**config.mk**
```make
export PLATFORM = sky130hd
export DESIGN_NAME = mouse_gesture_direction_detector
export DESIGN_NICKNAME = d
export VERILOG_FILES = /design/src/rtl/mgd_pkg.sv /design/src/rtl/mgd_cfg.sv /design/src/rtl/mgd_eval.sv /design/src/rtl/mouse_gesture_direction_detector.sv
export SDC_FILE = /design/constraint.sdc
export NUM_CORES = 2
export LEC_CHECK = 0
export ABC_AREA = 0
export BUFFER_PORTS_ARGS = -buffer_cell sky130_fd_sc_hd__buf_2
export CORE_MARGIN = 1
export CORE_UTILIZATION = 45
export DETAILED_ROUTE_END_ITERATION = 7
export HOLD_SLACK_MARGIN = 0.1
export PLACE_DENSITY = 0.72
export SYNTH_ARGS = -nofsm -noshare
export SYNTH_HDL_FRONTEND = slang
export SYNTH_SLANG_ARGS = --single-unit
export TNS_END_PERCENT = 1
```
**constraint.sdc**
```tcl
create_clock -name i_clk -period 32.4 [get_ports i_clk]
set_input_delay 4.86 -clock i_clk [delete_from_list [all_inputs] [get_ports i_clk]]
set_output_delay 4.86 -clock i_clk [all_outputs]
set_load 0.005 [all_outputs]
```
**src/rtl/mgd_pkg.sv**
```systemverilog
// ----------------------------------------------------------------------------
// mgd_pkg
// Shared types and constants for the mouse gesture direction detector.
// ----------------------------------------------------------------------------
package mgd_pkg;

    // event kinds carried on the input stream
    typedef enum logic [1:0] {
        CMD_DOWN = 2'd0,
        CMD_UP   = 2'd1,
        CMD_MOVE = 2'd2,
        CMD_TICK = 2'd3
    } t_cmd;

    // gesture directions, y grows downward
    typedef enum logic [2:0] {
        DIR_U  = 3'd0,
        DIR_UR = 3'd1,
        DIR_R  = 3'd2,
        DIR_DR = 3'd3,
        DIR_D  = 3'd4,
        DIR_DL = 3'd5,
        DIR_L  = 3'd6,
        DIR_UL = 3'd7
    } t_dir;

    // configuration register indexes
    localparam logic [1:0] CFG_MOVE_DIST  = 2'd0;
    localparam logic [1:0] CFG_JUDGE_DIST = 2'd1;
    localparam logic [1:0] CFG_INT_TICKS  = 2'd2;

    localparam int CFG_IDX_BITS  = 2;
    localparam int CFG_DATA_BITS = 16;
    localparam int DIST_BITS     = 15;
    localparam int DIST_SQ_BITS  = 2 * DIST_BITS;
    localparam int TICK_BITS     = 16;

    // reset values
    localparam int MOVE_DIST_RST = 30;
    localparam logic [DIST_SQ_BITS-1:0] MOVE_DIST_SQ_RST =
        DIST_SQ_BITS'(MOVE_DIST_RST * MOVE_DIST_RST);
    localparam logic [DIST_BITS-1:0] JUDGE_DIST_RST = DIST_BITS'(10);
    localparam logic [TICK_BITS-1:0] INT_TICKS_RST  = TICK_BITS'(300);

    // active configuration, radius held already squared
    typedef struct packed {
        logic [DIST_SQ_BITS-1:0] move_dist_sq;
        logic [DIST_BITS-1:0]    judge_dist;
        logic [TICK_BITS-1:0]    int_ticks;
    } t_cfg;

    // one result item
    typedef struct packed {
        logic replay_click;
        t_dir gesture_dir;
        logic gesture_valid;
        logic consumed;
    } t_res;

endpackage

```
**src/rtl/mgd_cfg.sv**
```systemverilog
// ----------------------------------------------------------------------------
// mgd_cfg
// Configuration registers; the move radius is squared as it is written.
// ----------------------------------------------------------------------------
module mgd_cfg (
    input  logic                               i_clk,
    input  logic                               i_rst_n,
    input  logic                               i_cfg_we,
    input  logic [mgd_pkg::CFG_IDX_BITS-1:0]   i_cfg_idx,
    input  logic [mgd_pkg::CFG_DATA_BITS-1:0]  i_cfg_wdata,
    output mgd_pkg::t_cfg                      o_cfg
);

    logic [mgd_pkg::DIST_BITS-1:0]    w_dist;
    logic [mgd_pkg::DIST_SQ_BITS-1:0] w_dist_sq;
    mgd_pkg::t_cfg                    r_cfg;

    // square of the written radius
    assign w_dist    = i_cfg_wdata[mgd_pkg::DIST_BITS-1:0];
    assign w_dist_sq = mgd_pkg::DIST_SQ_BITS'(w_dist) * mgd_pkg::DIST_SQ_BITS'(w_dist);

    // register file, writes beyond the list are dropped
    always_ff @(posedge i_clk) begin
        if (!i_rst_n) begin
            r_cfg.move_dist_sq <= mgd_pkg::MOVE_DIST_SQ_RST;
            r_cfg.judge_dist   <= mgd_pkg::JUDGE_DIST_RST;
            r_cfg.int_ticks    <= mgd_pkg::INT_TICKS_RST;
        end else if (i_cfg_we) begin
            unique case (i_cfg_idx)
                mgd_pkg::CFG_MOVE_DIST:  r_cfg.move_dist_sq <= w_dist_sq;
                mgd_pkg::CFG_JUDGE_DIST: r_cfg.judge_dist   <= w_dist;
                mgd_pkg::CFG_INT_TICKS:  r_cfg.int_ticks    <= i_cfg_wdata;
                default: ;
            endcase
        end
    end

    assign o_cfg = r_cfg;

endmodule

```
**src/rtl/mgd_eval.sv**
```systemverilog
// ----------------------------------------------------------------------------
// mgd_eval
// Gesture window state and the per-event decision logic.
// ----------------------------------------------------------------------------
module mgd_eval #(
    parameter int COORD_BITS = 16
) (
    input  logic                         i_clk,
    input  logic                         i_rst_n,
    input  logic                         i_fire,
    input  mgd_pkg::t_cmd                i_cmd,
    input  logic signed [COORD_BITS-1:0] i_pos_x,
    input  logic signed [COORD_BITS-1:0] i_pos_y,
    input  mgd_pkg::t_cfg                i_cfg,
    output mgd_pkg::t_res                o_res
);

    localparam int DW = COORD_BITS + 1;
    localparam int MW = (DW > 16) ? DW : 16;
    localparam int CW = (DW + 1 > 17) ? DW + 1 : 17;
    localparam int SQ = mgd_pkg::DIST_SQ_BITS;

    logic signed [COORD_BITS-1:0]     r_origin_x;
    logic signed [COORD_BITS-1:0]     r_origin_y;
    logic [mgd_pkg::TICK_BITS-1:0]    r_ticks_left;
    logic                             r_click_replaced;
    logic signed [COORD_BITS-1:0]     n_origin_x;
    logic signed [COORD_BITS-1:0]     n_origin_y;
    logic [mgd_pkg::TICK_BITS-1:0]    n_ticks_left;
    logic                             n_click_replaced;

    logic                             w_open;
    logic signed [DW-1:0]             w_dx;
    logic signed [DW-1:0]             w_dy;
    logic [DW-1:0]                    w_mag_x;
    logic [DW-1:0]                    w_mag_y;
    logic [MW-1:0]                    w_mag_xw;
    logic [MW-1:0]                    w_mag_yw;
    logic [mgd_pkg::DIST_BITS-1:0]    w_lo_x;
    logic [mgd_pkg::DIST_BITS-1:0]    w_lo_y;
    logic [SQ-1:0]                    w_sq_x;
    logic [SQ-1:0]                    w_sq_y;
    logic [SQ:0]                      w_sum;
    logic                             w_far;
    logic signed [CW-1:0]             w_dxc;
    logic signed [CW-1:0]             w_dyc;
    logic signed [CW-1:0]             w_jp;
    logic signed [CW-1:0]             w_jn;
    mgd_pkg::t_dir                    w_dir;
    mgd_pkg::t_res                    w_res;

    assign w_open = (r_ticks_left != '0);

    // displacement from the origin and its magnitude
    assign w_dx      = DW'(i_pos_x) - DW'(r_origin_x);
    assign w_dy      = DW'(i_pos_y) - DW'(r_origin_y);
    assign w_mag_x   = w_dx[DW-1] ? DW'(-w_dx) : DW'(w_dx);
    assign w_mag_y   = w_dy[DW-1] ? DW'(-w_dy) : DW'(w_dy);
    assign w_mag_xw  = MW'(w_mag_x);
    assign w_mag_yw  = MW'(w_mag_y);
    assign w_lo_x    = w_mag_xw[mgd_pkg::DIST_BITS-1:0];
    assign w_lo_y    = w_mag_yw[mgd_pkg::DIST_BITS-1:0];

    // distance test, any axis beyond the radius range passes at once
    assign w_sq_x = SQ'(w_lo_x) * SQ'(w_lo_x);
    assign w_sq_y = SQ'(w_lo_y) * SQ'(w_lo_y);
    assign w_sum  = (SQ+1)'(w_sq_x) + (SQ+1)'(w_sq_y);
    assign w_far  = (|w_mag_xw[MW-1:mgd_pkg::DIST_BITS])
                  | (|w_mag_yw[MW-1:mgd_pkg::DIST_BITS])
                  | (w_sum >= (SQ+1)'(i_cfg.move_dist_sq));

    // direction with a dead band on each axis
    assign w_dxc = CW'(w_dx);
    assign w_dyc = CW'(w_dy);
    assign w_jp  = CW'($signed({1'b0, i_cfg.judge_dist}));
    assign w_jn  = -w_jp;

    always_comb begin
        if (w_dyc < w_jn) begin
            if (w_dxc < w_jn)      w_dir = mgd_pkg::DIR_UL;
            else if (w_dxc > w_jp) w_dir = mgd_pkg::DIR_UR;
            else                   w_dir = mgd_pkg::DIR_U;
        end else if (w_dyc > w_jp) begin
            if (w_dxc < w_jn)      w_dir = mgd_pkg::DIR_DL;
            else if (w_dxc > w_jp) w_dir = mgd_pkg::DIR_DR;
            else                   w_dir = mgd_pkg::DIR_D;
        end else if (w_dxc < w_jn) begin
            w_dir = mgd_pkg::DIR_L;
        end else begin
            w_dir = mgd_pkg::DIR_R;
        end
    end

    // event decode, result and next window state
    always_comb begin
        n_origin_x       = r_origin_x;
        n_origin_y       = r_origin_y;
        n_ticks_left     = r_ticks_left;
        n_click_replaced = r_click_replaced;
        w_res            = '0;
        unique case (i_cmd)
            mgd_pkg::CMD_DOWN: begin
                w_res.consumed = 1'b1;
                if (!w_open) begin
                    n_origin_x   = i_pos_x;
                    n_origin_y   = i_pos_y;
                    n_ticks_left = i_cfg.int_ticks;
                end
            end
            mgd_pkg::CMD_UP: begin
                w_res.consumed = 1'b1;
                if (r_click_replaced) begin
                    n_click_replaced = 1'b0;
                end else begin
                    n_ticks_left       = '0;
                    w_res.replay_click = 1'b1;
                end
            end
            mgd_pkg::CMD_MOVE: begin
                if (w_open && w_far) begin
                    w_res.gesture_valid = 1'b1;
                    w_res.gesture_dir   = w_dir;
                    n_click_replaced    = 1'b1;
                    n_ticks_left        = '0;
                end
            end
            mgd_pkg::CMD_TICK: begin
                if (w_open) begin
                    n_ticks_left = r_ticks_left - 1'b1;
                end
            end
            default: ;
        endcase
    end

    // window state, updated as each request leaves for the result register
    always_ff @(posedge i_clk) begin
        if (!i_rst_n) begin
            r_origin_x       <= '0;
            r_origin_y       <= '0;
            r_ticks_left     <= '0;
            r_click_replaced <= 1'b0;
        end else if (i_fire) begin
            r_origin_x       <= n_origin_x;
            r_origin_y       <= n_origin_y;
            r_ticks_left     <= n_ticks_left;
            r_click_replaced <= n_click_replaced;
        end
    end

    assign o_res = w_res;

    // a decided gesture closes the window and marks the click replaced
    a_gesture_closes: assert property (@(posedge i_clk) disable iff (!i_rst_n)
        i_fire && w_res.gesture_valid |=> (r_ticks_left == '0) && r_click_replaced)
        else $error("window still open after a gesture");

    // gestures only come from move requests with the window open
    a_gesture_src: assert property (@(posedge i_clk) disable iff (!i_rst_n)
        w_res.gesture_valid |-> (i_cmd == mgd_pkg::CMD_MOVE) && w_open)
        else $error("gesture outside a move in an open window");

    // a tick in an open window counts down by one
    a_tick_count: assert property (@(posedge i_clk) disable iff (!i_rst_n)
        i_fire && (i_cmd == mgd_pkg::CMD_TICK) && w_open
        |=> r_ticks_left == $past(r_ticks_left) - 1'b1)
        else $error("tick did not count the window down");

    // button requests are always swallowed, others never
    a_consumed: assert property (@(posedge i_clk) disable iff (!i_rst_n)
        i_fire |-> w_res.consumed ==
            ((i_cmd == mgd_pkg::CMD_DOWN) || (i_cmd == mgd_pkg::CMD_UP)))
        else $error("consumed flag disagrees with the event kind");

endmodule

```
**src/rtl/mouse_gesture_direction_detector.sv**
```systemverilog
// ----------------------------------------------------------------------------
// mouse_gesture_direction_detector
// Turns right-button, move and tick events into eight-way gesture reports.
// ----------------------------------------------------------------------------
// Path: an accepted request passes the input register, then the result register.
// Throughput: one event per cycle unless m_tready stalls; the window state in
// mgd_eval updates as a request moves from the input to the result register.
// Reset: synchronous, active low; clears the window state, both valid flags
// and loads the register defaults (radius 30, dead band 10, window 300 ticks).
module mouse_gesture_direction_detector #(
    parameter int COORD_BITS = 16
) (
    input  logic                                        i_clk,
    input  logic                                        i_rst_n,
    // slave side
    input  logic                                        s_tvalid,
    output logic                                        s_tready,
    // s_tdata: pos_x, pos_y, zero pad
    input  logic [((2*COORD_BITS+7)/8)*8-1:0]           s_tdata,
    // s_tuser: cmd
    input  logic [1:0]                                  s_tuser,
    // master side
    output logic                                        m_tvalid,
    input  logic                                        m_tready,
    // m_tdata: consumed, gesture_valid, gesture_dir[2:0], replay_click, zero pad
    output logic [7:0]                                  m_tdata,
    // configuration write port
    input  logic                                        i_cfg_we,
    input  logic [mgd_pkg::CFG_IDX_BITS-1:0]            i_cfg_idx,
    input  logic [mgd_pkg::CFG_DATA_BITS-1:0]           i_cfg_wdata
);

    logic                         r_in_valid;
    mgd_pkg::t_cmd                r_cmd;
    logic signed [COORD_BITS-1:0] r_pos_x;
    logic signed [COORD_BITS-1:0] r_pos_y;
    logic                         r_out_valid;
    mgd_pkg::t_res                r_res;

    logic                         w_adv;
    logic                         w_fire;
    mgd_pkg::t_cfg                w_cfg;
    mgd_pkg::t_res                w_res;

    // handshake: the input register refills whenever its request moves on
    assign w_adv    = !r_out_valid || m_tready;
    assign w_fire   = r_in_valid && w_adv;
    assign s_tready = !r_in_valid || w_adv;

    // valid flags
    always_ff @(posedge i_clk) begin
        if (!i_rst_n) begin
            r_in_valid  <= 1'b0;
            r_out_valid <= 1'b0;
        end else begin
            if (s_tready) begin
                r_in_valid <= s_tvalid;
            end
            if (w_adv) begin
                r_out_valid <= r_in_valid;
            end
        end
    end

    // input register payload
    always_ff @(posedge i_clk) begin
        if (s_tvalid && s_tready) begin
            r_cmd   <= mgd_pkg::t_cmd'(s_tuser);
            r_pos_x <= s_tdata[COORD_BITS-1:0];
            r_pos_y <= s_tdata[2*COORD_BITS-1:COORD_BITS];
        end
    end

    // result register payload
    always_ff @(posedge i_clk) begin
        if (w_fire) begin
            r_res <= w_res;
        end
    end

    mgd_cfg u_cfg (
        .i_clk       (i_clk),
        .i_rst_n     (i_rst_n),
        .i_cfg_we    (i_cfg_we),
        .i_cfg_idx   (i_cfg_idx),
        .i_cfg_wdata (i_cfg_wdata),
        .o_cfg       (w_cfg)
    );

    mgd_eval #(
        .COORD_BITS (COORD_BITS)
    ) u_eval (
        .i_clk   (i_clk),
        .i_rst_n (i_rst_n),
        .i_fire  (w_fire),
        .i_cmd   (r_cmd),
        .i_pos_x (r_pos_x),
        .i_pos_y (r_pos_y),
        .i_cfg   (w_cfg),
        .o_res   (w_res)
    );

    assign m_tvalid = r_out_valid;
    assign m_tdata  = {2'b00, r_res.replay_click, r_res.gesture_dir,
                       r_res.gesture_valid, r_res.consumed};

endmodule
```
==> impl_metrics.csv <==
group,metric,value,unit
outcome,run_status,"finished clean",
detailed_routing,average_detailed_routed_wire_length_per_instance,16.5,um
clocking,postCtsHoldBufs,0,
clocking,clk_slew_on_worst_s_h_paths,0.09,ns
floorplanning,num_io_pins,67,
placed_design,place_congestion,0.995,
logic_synthesis,ys_async_sr_fraction,0,
detailed_routing,total_via_count_in_the_routed_design,22200,
sta,worst_hold_slack,0.454,ns
critical_path,crit_path_frequent_cell,"fa_1",
clocking,clkSinkCount,151,
sta,max-slew-margin-rel,0.186,
sta,rsz0062_at_grt,"false",
critical_path,timing.critical_path.required,32.81,ns
critical_path,critPathArrivalTime,14.05,ns
sta,setup_viol_count_final,0,
sta,period_needed,13.65,ns
clocking,clk_root_buffer_cell,"clkbuf_16",
placed_design,numPlacedInstances,4242,
detailed_routing,final_antenna_net_count,0,
global_route,grt_max_degree,73,
cells_and_area,flow.area_growth_from_synthesis,6.69,%
clocking,cts_made_buffers,17,
floorplanning,std_cell_rows,93,
cells_and_area,layout_commonest_cell,"inv_1",
critical_path,criticalPathCategory,"reg -> reg",
logic_synthesis,netlist_instances,3364,
logic_synthesis,count_of_flip_flops_with_a_built_in_enable_after_synthesis,40,
global_route,global_route.usage.met1,0.328,
detailed_routing,detail_route.drc_violations,0,
cells_and_area,stdcell_count,4274,
sta,finalClockSkew,0.0188,ns
clocking,clk-insertion-delay-late,0.49,ns
sta,hold_viol,0,
detailed_routing,routed_wire_length,70.3,mm
clocking,cts-resized-gates,0,
logic_synthesis,yosysUniqueCellTypes,92,
clocking,cts_setup_buffers,0,
global_route,grt.met3_usage,0.0302,
logic_synthesis,ys_warn_count,0,
cells_and_area,antenna_cells,0,
clocking,clockBufferDepth,2,
global_route,grt_remaining_overflow,0,
cells_and_area,layout_common_cells,"inv_1 (772), fa_1 (471), ha_1 (386), nand2_1 (365), nor2_1 (205)",
placed_design,hpwlAfterDp,59.1,mm
clocking,clock_tree.htree_level_count,4,
critical_path,worst_setup_path_start_kind,"flop",
global_route,grt_pass1_wl,118,mm
cells_and_area,post_route_cells_drive_above_1_share,0.0524,
floorplanning,floorplan.initialDensity,0.456,
global_route,global_route.peak_usage_layer,"met2",
sta,final_min_period_over_clock_period,0.421,
global_route,grt_use_met2,0.345,
min_path,timing.hold.worst.class,"reg -> reg",
logic_synthesis,yosys_register_bits,151,
placed_design,place.port_buffers,64,
detailed_routing,detailedRoute.firstPassIterationCount,7,
critical_path,critical_path.top_delay_family,"adder cells",
global_route,antenna_found_initial,1,
critical_path,critical-path-slowest-cell,"mux2i_2",
detailed_routing,detail_route.vias_per_cell,5.20,
floorplanning,floorplan.die.width,258,um
critical_path,timing.critical_path.slowest_cell_delay,0.80,ns
run,timing.max_cap.violations,0,
floorplanning,die_h,258,um
global_route,groute.usage.overall,0.223,
sta,slew_viol_final,0,
detailed_routing,initialDrtViolationCount,1565,
sta,upper_clock_frequency_limit,73.3,MHz
critical_path,crit_path_end_kind,"flop",
sta,finalSetupTns,0,ns
logic_synthesis,synth-seq-area-share,0.116,
critical_path,worst-path-max-fanout,16,
global_route,first_global_vias,22400,
sta,max_slew.worst_pin.slew,1.21,ns
floorplanning,design.die.area,66400,um2
critical_path,crit_buf_inv,5,
logic_synthesis,yosys_most_used_dff,"dfxtp_1",
floorplanning,fp.coreArea,64500,um2
logic_synthesis,post_synth.cell_area_avg,8.74,um2
logic_synthesis,mappedNetlistArea,29400,um2
clocking,tritoncts,"yes",
cells_and_area,final_nets,4320,
[worst paths after layout]
path	cells past startpoint	start	slack, ns	endpoint
max	44	r_pos_y[0]	18.75	u_eval.r_ticks_left[1]
min	2	u_cfg.o_cfg[41]	0.45	u_cfg.o_cfg[41]
max reg2reg	44	r_pos_y[0]	18.75	u_eval.r_ticks_left[1]
min reg2reg	2	u_cfg.o_cfg[41]	0.45	u_cfg.o_cfg[41]
[cell usage after synthesis, types with 5 or more instances]
library cell | instances | area [um2]
nor2_1 | 205 | 769
o21a_1 | 39 | 293
dfxtp_1 | 111 | 2220
o22ai_1 | 7 | 43.8
clkbuf_1 | 69 | 259
and2_1 | 74 | 463
a21o_1 | 43 | 323
clkinv_1 | 10 | 37.5
a221oi_1 | 6 | 52.6
nand2_1 | 365 | 1370
nand4_1 | 11 | 68.8
nor2b_1 | 29 | 181
ha_1 | 386 | 4830
nor3b_1 | 7 | 52.6
nand2b_1 | 15 | 93.8
nand3_1 | 43 | 215
o211ai_1 | 20 | 150
edfxtp_1 | 40 | 1200
o2111ai_1 | 5 | 43.8
or3_1 | 20 | 125
or2_2 | 9 | 56.3
or4_1 | 7 | 52.6
nand3b_1 | 5 | 37.5
o31a_1 | 5 | 43.8
nor4_1 | 13 | 81.3
and3_1 | 12 | 75.1
o21bai_1 | 10 | 75.1
o31ai_1 | 17 | 128
inv_1 | 772 | 2900
a21boi_0 | 5 | 37.5
xor2_1 | 33 | 289
fa_1 | 471 | 9430
a21oi_1 | 197 | 986
a311oi_2 | 5 | 75.1
a211oi_1 | 15 | 113
a31oi_1 | 8 | 50.1
xnor2_1 | 87 | 762
o21ai_0 | 62 | 310
nor3_1 | 27 | 135
[metal layers]
layer	share of wire	routed length (um)
met1	0.48	33500
met2	0.44	31300
met3	0.059	4160
met4	0.020	1380
met5	0	0
[worst reg2reg max path, delay by kind of cell (launching register included)]
family,cells,cell delay (ns)
fa+ha+maj,12,5.43
compound gates,13,2.72
simple gates,11,2.56
xor+xnor,2,0.88
buf+inv,5,0.81
mux,1,0.80
flops,1,0.35
[cell families after synthesis]
group,after synthesis,share of synthesized area
buffers and inverters,861,0.111
multiplexers,8,0.00315
AND/OR/NAND/NOR,861,0.135
flip-flops,151,0.116
adder cells (fa/ha/maj),857,0.485
XOR/XNOR,121,0.0367
AO/OA/AOI/OAI,504,0.113
other,1,0.000128
[final cells by class]
type	instances	area [um2]
clock inverter	15	194
fill	6129	33100
inverter	785	2950
clock buffer	17	425
tap	855	1070
multi-input combinational	2353	22700
timing repair buffer	98	576
sequential	151	3420
[metrics by stage]
step	worst slack [ns]	utilization	instance area, um2
2_1_floorplan	20.80	-	29400
3_3_place_gp	19.24	0.477	30800
3_5_place_dp	18.99	0.477	30800
4_1_cts	18.93	0.487	31400
5_1_grt	17.83	0.487	31400
6_report	18.75	0.487	31400
[state kept, by name, summed over array words and instances (netlist names)]
| register | cells |
|---|---|
| u_eval.r_click_replaced | 1 |
| r_pos_x | 16 |
| m_tdata | 6 |
| r_pos_y | 16 |
| m_tvalid | 1 |
| u_cfg.o_cfg | 60 |
| u_eval.r_origin_y | 16 |
| u_eval.r_ticks_left | 16 |
| u_eval.r_origin_x | 16 |
| r_cmd | 2 |
| r_in_valid | 1 |
Power is not shown: default switching activity piles up to over one toggle a cycle in this logic, so the estimate is an artifact.
